$ cat src/design/ssfm_pkg.sv
// Shared constants, register codes and types for the substring search block.
package ssfm_pkg;

  // Default window depth; the registers hold at most RegBytes needle bytes.
  localparam int NEEDLE_MAX_DEF = 16;
  localparam int RegBytes       = 16;

  localparam int BYTE_W  = 8;
  localparam int LEN_W   = 5;
  localparam int COUNT_W = 32;

  // Configuration port: 64-bit registers at byte address 8*i.
  localparam int DATA_W    = 64;
  localparam int ADDR_W    = 5;
  localparam int REG_IDX_W = 2;

  localparam logic [REG_IDX_W-1:0] REG_NEEDLE_LEN  = 2'd0;
  localparam logic [REG_IDX_W-1:0] REG_NEEDLE_LOW  = 2'd1;
  localparam logic [REG_IDX_W-1:0] REG_NEEDLE_HIGH = 2'd2;

  typedef logic [BYTE_W-1:0]  byte_t;
  typedef logic [LEN_W-1:0]   len_t;
  typedef logic [COUNT_W-1:0] count_t;

  // Control shared by every cell in the chain.
  typedef struct packed {
    logic advance;
    logic clear;
  } cell_ctrl_t;

endpackage

$ cat src/design/ssfm_cell.sv
// One cell of the match chain: holds a partial-match flag for one needle offset.
module ssfm_cell (
  input  logic               clk,
  input  logic               rst,
  input  ssfm_pkg::cell_ctrl_t ctrl,
  input  ssfm_pkg::byte_t    hay_byte,
  input  ssfm_pkg::byte_t    needle_byte,
  input  logic               match_in,
  output logic               match_next,
  output logic               match_q
);
  import ssfm_pkg::*;

  // Extend the neighbour's partial match by the incoming byte.
  assign match_next = match_in && (hay_byte == needle_byte);

  always_ff @(posedge clk) begin
    if (rst) begin
      match_q <= 1'b0;
    end else if (ctrl.clear) begin
      match_q <= 1'b0;
    end else if (ctrl.advance) begin
      match_q <= match_next;
    end
  end

endmodule

$ cat src/design/substring_first_match_search.sv
// Top level of the streamed first-occurrence substring search.
// Finds the first occurrence of a needle of up to 16 bytes (fewer if NEEDLE_MAX is smaller)
// in a haystack that arrives one byte per transaction, the final byte flagged by last.
// Each haystack yields exactly one result transaction: found=1 with the start index at the
// byte that completes the first match, or found=0, position=0 at the final byte. Bytes after
// a match are absorbed until the final byte. An empty needle (pattern_len of zero, or a zero
// first needle byte) matches at position 0 on the first byte; pattern_len is clamped to the
// cell count and cut at the first zero needle byte. The byte counter saturates at 2^32-1.
// Takes one byte per cycle while the skid stage is free; results are registered. A chain of
// compare cells, one per needle offset, passes partial-match flags on to the next cell on
// each advancing byte; the cell at the effective needle length signals the hit. A result
// register and a skid stage let input flow while one result waits at the output. Write
// the needle only while no haystack is in flight; there is no clearing pass after reset.
module substring_first_match_search #(
  parameter int NEEDLE_MAX = ssfm_pkg::NEEDLE_MAX_DEF
) (
  input  logic                        clk,
  input  logic                        rst,
  // configuration port
  input  logic                        psel,
  input  logic                        penable,
  input  logic                        pwrite,
  input  logic [ssfm_pkg::ADDR_W-1:0] paddr,
  input  logic [ssfm_pkg::DATA_W-1:0] pwdata,
  output logic [ssfm_pkg::DATA_W-1:0] prdata,
  output logic                        pready,
  // haystack input
  input  logic                        in_valid,
  output logic                        in_ready,
  input  ssfm_pkg::byte_t             hay_byte,
  input  logic                        last,
  // result output
  output logic                        out_valid,
  input  logic                        out_ready,
  output logic                        found,
  output ssfm_pkg::count_t            position
);
  import ssfm_pkg::*;

  // Only as many cells as both the window and the registers allow.
  localparam int NCell = (NEEDLE_MAX < RegBytes) ? NEEDLE_MAX : RegBytes;

  // ---------------------------------------------------------------------------
  // Configuration registers
  // ---------------------------------------------------------------------------
  len_t                   pattern_len;
  logic [DATA_W-1:0]      needle_low;
  logic [DATA_W-1:0]      needle_high;
  logic [REG_IDX_W-1:0]   reg_idx;
  logic                   cfg_write;

  assign pready    = 1'b1;
  assign reg_idx   = paddr[ADDR_W-1:3];
  assign cfg_write = psel && penable && pwrite;

  always_ff @(posedge clk) begin
    if (rst) begin
      pattern_len <= '0;
      needle_low  <= '0;
      needle_high <= '0;
    end else if (cfg_write) begin
      unique case (reg_idx)
        REG_NEEDLE_LEN:  pattern_len <= pwdata[LEN_W-1:0];
        REG_NEEDLE_LOW:  needle_low  <= pwdata;
        REG_NEEDLE_HIGH: needle_high <= pwdata;
        default: ;  // writes beyond the register list are dropped
      endcase
    end
  end

  always_comb begin
    unique case (reg_idx)
      REG_NEEDLE_LEN:  prdata = {{(DATA_W-LEN_W){1'b0}}, pattern_len};
      REG_NEEDLE_LOW:  prdata = needle_low;
      REG_NEEDLE_HIGH: prdata = needle_high;
      default:         prdata = '0;
    endcase
  end

  // ---------------------------------------------------------------------------
  // Effective needle length: clamp to the cell count, then cut at the first
  // zero byte (a zero byte terminates the needle string).
  // ---------------------------------------------------------------------------
  logic [2*DATA_W-1:0] needle_cat;
  len_t                len_clamped;
  len_t                eff_len;

  assign needle_cat  = {needle_high, needle_low};
  assign len_clamped = (pattern_len > LEN_W'(NCell)) ? LEN_W'(NCell) : pattern_len;

  always_comb begin
    eff_len = len_clamped;
    // Walk downwards so the lowest zero byte wins.
    for (int i = NCell - 1; i >= 0; i--) begin
      if ((LEN_W'(i) < len_clamped) && (needle_cat[BYTE_W*i +: BYTE_W] == '0)) begin
        eff_len = LEN_W'(i);
      end
    end
  end

  // ---------------------------------------------------------------------------
  // Per-haystack state
  // ---------------------------------------------------------------------------
  count_t     byte_count;
  count_t     count_inc;
  logic       match_reported;
  logic       accept;
  logic       advance;
  cell_ctrl_t cell_ctrl;

  assign accept    = in_valid && in_ready;
  // Once a match is reported, hold the chain and counter until the final byte.
  assign advance   = accept && !match_reported;
  assign count_inc = (byte_count == '1) ? byte_count : byte_count + COUNT_W'(1);

  assign cell_ctrl.advance = advance;
  assign cell_ctrl.clear   = accept && last;

  // ---------------------------------------------------------------------------
  // Match chain: cell j holds "needle bytes 0..j match the most recent j+1 bytes"
  // ---------------------------------------------------------------------------
  logic [NCell-1:0] match_q;
  logic [NCell-1:0] match_next;

  for (genvar j = 0; j < NCell; j++) begin : g_cell
    logic chain_in;
    if (j == 0) begin : g_head
      assign chain_in = 1'b1;
    end else begin : g_link
      assign chain_in = match_q[j-1];
    end

    ssfm_cell u_cell (
      .clk         (clk),
      .rst         (rst),
      .ctrl        (cell_ctrl),
      .hay_byte    (hay_byte),
      .needle_byte (needle_cat[BYTE_W*j +: BYTE_W]),
      .match_in    (chain_in),
      .match_next  (match_next[j]),
      .match_q     (match_q[j])
    );
  end

  // Hit when the cell at the effective length completes, or the needle is empty.
  logic hit;
  always_comb begin
    hit = (eff_len == '0);
    for (int j = 0; j < NCell; j++) begin
      if (match_next[j] && (eff_len == LEN_W'(j + 1))) begin
        hit = 1'b1;
      end
    end
  end

  logic   res_push;
  logic   res_found;
  count_t res_pos;

  assign res_push  = advance && (hit || last);
  assign res_found = hit;
  // An empty needle always reports position 0.
  assign res_pos   = (hit && (eff_len != '0)) ? (count_inc - COUNT_W'(eff_len)) : '0;

  always_ff @(posedge clk) begin
    if (rst) begin
      byte_count     <= '0;
      match_reported <= 1'b0;
    end else if (accept && last) begin
      byte_count     <= '0;
      match_reported <= 1'b0;
    end else if (advance) begin
      byte_count <= count_inc;
      if (hit) begin
        match_reported <= 1'b1;
      end
    end
  end

  // ---------------------------------------------------------------------------
  // Output register plus skid stage
  // ---------------------------------------------------------------------------
  logic   skid_valid;
  logic   skid_found;
  count_t skid_pos;
  logic   pop;

  assign pop      = out_valid && out_ready;
  // Stall input only when both stages hold a result.
  assign in_ready = !skid_valid;

  always_ff @(posedge clk) begin
    if (rst) begin
      out_valid  <= 1'b0;
      skid_valid <= 1'b0;
    end else if (skid_valid) begin
      if (pop) begin
        out_valid  <= 1'b1;
        skid_valid <= 1'b0;
      end
    end else if (res_push) begin
      if (!out_valid || pop) begin
        out_valid <= 1'b1;
      end else begin
        skid_valid <= 1'b1;
      end
    end else if (pop) begin
      out_valid <= 1'b0;
    end
  end

  always_ff @(posedge clk) begin
    if (skid_valid) begin
      if (pop) begin
        found    <= skid_found;
        position <= skid_pos;
      end
    end else if (res_push) begin
      if (!out_valid || pop) begin
        found    <= res_found;
        position <= res_pos;
      end else begin
        skid_found <= res_found;
        skid_pos   <= res_pos;
      end
    end
  end

  // ---------------------------------------------------------------------------
  // Assertions
  // ---------------------------------------------------------------------------
  a_skid_behind_out: assert property (@(posedge clk) disable iff (rst)
    skid_valid |-> out_valid)
    else $error("skid stage holds a result while the output register is empty");

  a_skid_on_stall: assert property (@(posedge clk) disable iff (rst)
    $rose(skid_valid) |-> $past(out_valid && !out_ready))
    else $error("skid stage filled without an output stall");

  a_clear_on_last: assert property (@(posedge clk) disable iff (rst)
    (accept && last) |=> (byte_count == '0 && !match_reported && match_q == '0))
    else $error("haystack state not cleared after the final byte");

  a_miss_at_zero: assert property (@(posedge clk) disable iff (rst)
    (out_valid && !found) |-> (position == '0))
    else $error("miss result carries a nonzero position");

endmodule

$ cat config.mk
export PLATFORM = sky130hd
export DESIGN_NAME = substring_first_match_search
export DESIGN_NICKNAME = d
export VERILOG_FILES = /design/src/design/ssfm_pkg.sv /design/src/design/ssfm_cell.sv /design/src/design/substring_first_match_search.sv
export SDC_FILE = /design/constraint.sdc
export NUM_CORES = 1
export LEC_CHECK = 0
export CAP_MARGIN = 10
export CELL_PAD_IN_SITES_DETAIL_PLACEMENT = 0
export CELL_PAD_IN_SITES_GLOBAL_PLACEMENT = 1
export CORE_MARGIN = 5
export CORE_UTILIZATION = 41
export DETAILED_ROUTE_END_ITERATION = 10
export DONT_BUFFER_PORTS = 1
export PLACE_DENSITY_LB_ADDON = 0.1
export SETUP_SLACK_MARGIN = 0.4
export SYNTH_ARGS = -nofsm -noshare
export SYNTH_HDL_FRONTEND = slang
export SYNTH_SLANG_ARGS = --single-unit
$ cat constraint.sdc
create_clock -name clk -period 13.4 [get_ports clk]
set_input_delay 2.01 -clock clk [delete_from_list [all_inputs] [get_ports clk]]
set_output_delay 2.01 -clock clk [all_outputs]
set_load 0.005 [all_outputs]
==> PnR_summary.wiki <==
{| class="wikitable"
! Metric !! Value
|-
| Placed cell count || 2040
|-
| Part of the Yosys area used for sequential elements || 40.2%
|-
| Layout cells sized above 1 || 5.71%
|-
| Met3 wire len || 1990 um
|-
| Data arrival time of the critical path || 5.92 ns
|-
| Worst Path Class, Setup || flop to flop
|-
| Number of buffers created by CTS || 30
|-
| Effective utilization at floorplan || 41.7%
|-
| Design area || 15200 um^2
|-
| Synthesized netlist cell count || 1707
|-
| Pin slew with the least headroom to its limit || 0.993 ns
|-
| Deepest level of the CTS H-tree || 1
|-
| Shortest period the worst path allows || 5.65 ns
|-
| Number of antenna violations at the first check in global routing || 0
|-
| CP peak stage delay || 0.70 ns
|-
| Wire length of the first global-routing pass || 69000 um
|-
| Chip Width || 195 um
|-
| Mapped Area || 14000 um^2
|-
| Worst hold slack after final layout || 0.453 ns
|-
| Critical path capture point type || flop
|-
| Count of yosys warnings during synthesis || 0
|-
| Largest fanout on the critical path || 16
|-
| Post-CTS clock slew at the launch and capture registers of the worst setup and hold paths || 0.06 ns
|-
| Total number of vias || 11815
|-
| Final worst-path cycle share || 42.1%
|-
| Cell Rows || 67
|-
| Max-capacitance violation count || 0
|-
| Remaining routing DRC violations || 0
|-
| Later-pin clock latency in the skew report || 0.56 ns
|-
| Met1 Wirelength || 18500 um
|-
| Topmost layer with routed signal wires || met4
|-
| GRT Overall Usage || 22.1%
|-
| Setup repair after global routing missed its margin || no
|-
| Drt first pass iters || 5
|-
| Final WL || 43400 um
|-
| Post-CTS resize count || 0
|-
| Die area || 38000 um^2
|-
| Non-Filler Instances || 2095
|-
| Leakage power of the design || 5.31 nW
|-
| Run status || finished, final reports clean
|-
| Worst supply voltage drop on vdd || 0.000103 V
|-
| Number of global-route vias before repair || 11653
|-
| Dominant register cell in the synthesized netlist || dfxtp_1
|-
| Number of nets at the end of the flow || 1716
|-
| Remaining antenna violation count after routing || 0
|-
| Final weighted congestion in routability-driven placement || 0.865
|-
| Hold Buf Count CTS || 0
|-
| Routed WL per cell || 20.7 um
|-
| Req. time, crit path || 13.67 ns
|-
| Total negative slack || 0 ns
|-
| Post-CTS Repair Setup Buffers || 0
|-
| Number of distinct library cells after synthesis || 80
|-
| Detailed-placement wirelength estimate || 29500 um
|-
| Total clock sinks || 249
|-
| Clock Skews || 0.0203 ns
|-
| Setup-failing EPs final || 0
|-
| Max-Slew Margin vs Limit || 33.7%
|-
| Count of input and output buffers || 0
|-
| Placed inst area || 14200 um^2
|-
| Net Count, Synth || 1799
|-
| Number of buffer and inverter instances along the worst setup path || 1
|-
| Critical path startpoint category || flop
|-
| Per-cell via count in the routed design || 5.64
|-
| Placeable core region || 33600 um^2
|-
| HP Class || flop to flop
|-
| Cell chosen for the clock root || clkbuf_16
|-
| Share of synthesized flip-flops with an asynchronous set or reset || 0%
|-
| Post-synth EDFFs || 66
|-
| Most used cells in the layout excluding fill and tap cells || nand2_1, dfxtp_1, a21oi_1
|-
| Number of failing hold endpoints at the final stage || 0
|-
| Family of cells with the greatest summed delay on the critical path || simple AND/OR/NAND/NOR gates
|-
| Number of I/O pins || 185
|-
| Final Max Tran Viols || 0
|-
| Detailed Route Iter0 Violations || 740
|-
| Met2 wirelength from detailed routing || 21700 um
|-
| Post-synthesis register bit count || 249
|-
| Synthesis-to-layout area growth || 8.62%
|-
| Achievable frequency || 177 MHz
|-
| Most common library cell in the layout ignoring fill and taps || nand2_1
|-
| Worst-case clock buffer depth || 3
|-
| Pin count of the biggest net entering global routing || 137
|-
| Ant. Diodes || 0
|-
| Cell chain of the critical path || or2_1 > nand3_1 > nand4_1 > a21oi_1 > a311o_1 > a21oi_1 > inv_1 > ha_1 > nor2b_1 > o21ai_0 > a21boi_0 > o21ai_0 > or4bb_1 > nor3_1 > nand2b_1 > nand3b_1 > xnor2_1 > o31ai_1
|-
| P per Cell Area || 128 nW/um^2
|-
| Average cell area after synthesis || 8.22 um^2
|-
| TritonCTS clock tree || built
|-
| Chip Height || 195 um
|-
| Grt ovf || 0
|-
| Library cell contributing the largest single delay on the critical path || dfxtp_1
|}
[layer usage]
layer / GRT usage [%] / vias up
met3: 3.89 / 71
met1: 27.7 / 5642
li1: - / 5829
met4: 5.35 / 0
met2: 39.5 / 273
met5: 0 / -
[cell usage after synthesis (3+ instances only)]
cell       count  share of area, %
o21ai_0       25              0.89
inv_1         17              0.45
or3_1         13              0.58
o21a_1         3              0.16
nor4_1        47               2.1
nor2b_1        7              0.31
o22ai_1        4              0.18
xnor2_1      101               6.3
buf_1         14              0.37
nand2b_1       7              0.31
nand4_1       38               1.7
a32o_1         3              0.21
a21o_1         5              0.27
clkbuf_1      93               2.5
dfxtp_1      183                26
a211o_1        6              0.37
buf_4          6              0.32
o211ai_1       5              0.27
o21ai_1        5              0.18
or2_1          4              0.18
edfxtp_1      66                14
o31a_1         3              0.19
or4_1         12              0.64
a31oi_1       11              0.49
nand2_1      374                10
nor2_1       109               2.9
ha_1           6              0.54
o31ai_1       32               1.7
mux2i_1       18               1.3
a2111oi_0      3              0.19
xor2_1       104               6.5
nor3_1        21              0.75
buf_2         18              0.64
and2_1         8              0.36
nand3_1       34               1.2
a211oi_1       7              0.37
and4_1         6              0.37
and3_1        19              0.85
a21oi_1      163               5.8
a22o_1        59               3.7
[through the flow]
stage	worst slack, ns	power, mW	util [%]
finish	7.75	1.94	45.3
global route	7.35	2.04	45.3
CTS	7.70	1.97	45.3
detailed placement	7.76	1.14	42.3
global placement	7.79	1.13	42.3
floorplan	3.44	1.08	-
[layout make-up]
cell class	instances	area, um^2
multi-input combinational	1309	7830
inverter	17	63.8
timing repair buffer	17	128
tap	448	561
fill	3308	18400
clock inverter	15	166
clock buffer	40	840
sequential	249	5650
[logic make-up after synthesis]
group | after synthesis | synth area share (%)
xor+xnor | 205 | 12.8
mux | 19 | 1.36
flops | 249 | 40.2
other cells | 1 | 0.0267
fa+ha+maj | 7 | 0.678
simple gates | 718 | 23.8
buf+inv | 149 | 4.36
compound gates | 359 | 16.7
[power by group]
group          switching [mW]  internal, mW  leakage (nW)
sequential             0.0221         0.824          2.08
clock                   0.332         0.497         0.489
combinational           0.174        0.0961          2.74
total                   0.528          1.42          5.31
[worst reg2reg max path, stage by stage (launching register included)]
cell	delay (ns)
dfxtp_1	0.70
or2_1	0.38
nand3_1	0.31
nand4_1	0.19
a21oi_1	0.06
a311o_1	0.36
a21oi_1	0.61
inv_1	0.10
ha_1	0.29
nor2b_1	0.12
o21ai_0	0.19
a21boi_0	0.12
o21ai_0	0.27
or4bb_1	0.59
nor3_1	0.31
nand2b_1	0.19
nand3b_1	0.21
xnor2_1	0.24
o31ai_1	0.11
[sequential cells by signal, summed over array words and instances, names as in the netlist, 5 cells and up]
| name | count |
|---|---|
| byte_count | 32 |
| pattern_len | 5 |
| position | 32 |
| skid_pos | 32 |
| needle_high | 64 |
| needle_low | 64 |
| g_cell.u_cell.match_q | 15 |
[path summary, 6_finish.rpt]
path         depth (start not counted)  slack, ns                                      to                                   start
max                                 18       7.75                  position[21]$_DFFE_PP_             pattern_len[4]$_SDFFE_PP0P_
max reg2reg                         18       7.75                  position[21]$_DFFE_PP_             pattern_len[4]$_SDFFE_PP0P_
min                                  2       0.45  g_cell[10].u_cell.match_q$_SDFFE_PP0P_  g_cell[10].u_cell.match_q$_SDFFE_PP0P_
min reg2reg                          2       0.45  g_cell[10].u_cell.match_q$_SDFFE_PP0P_  g_cell[10].u_cell.match_q$_SDFFE_PP0P_
No activity file was read; power rests on OpenSTA's default activity.
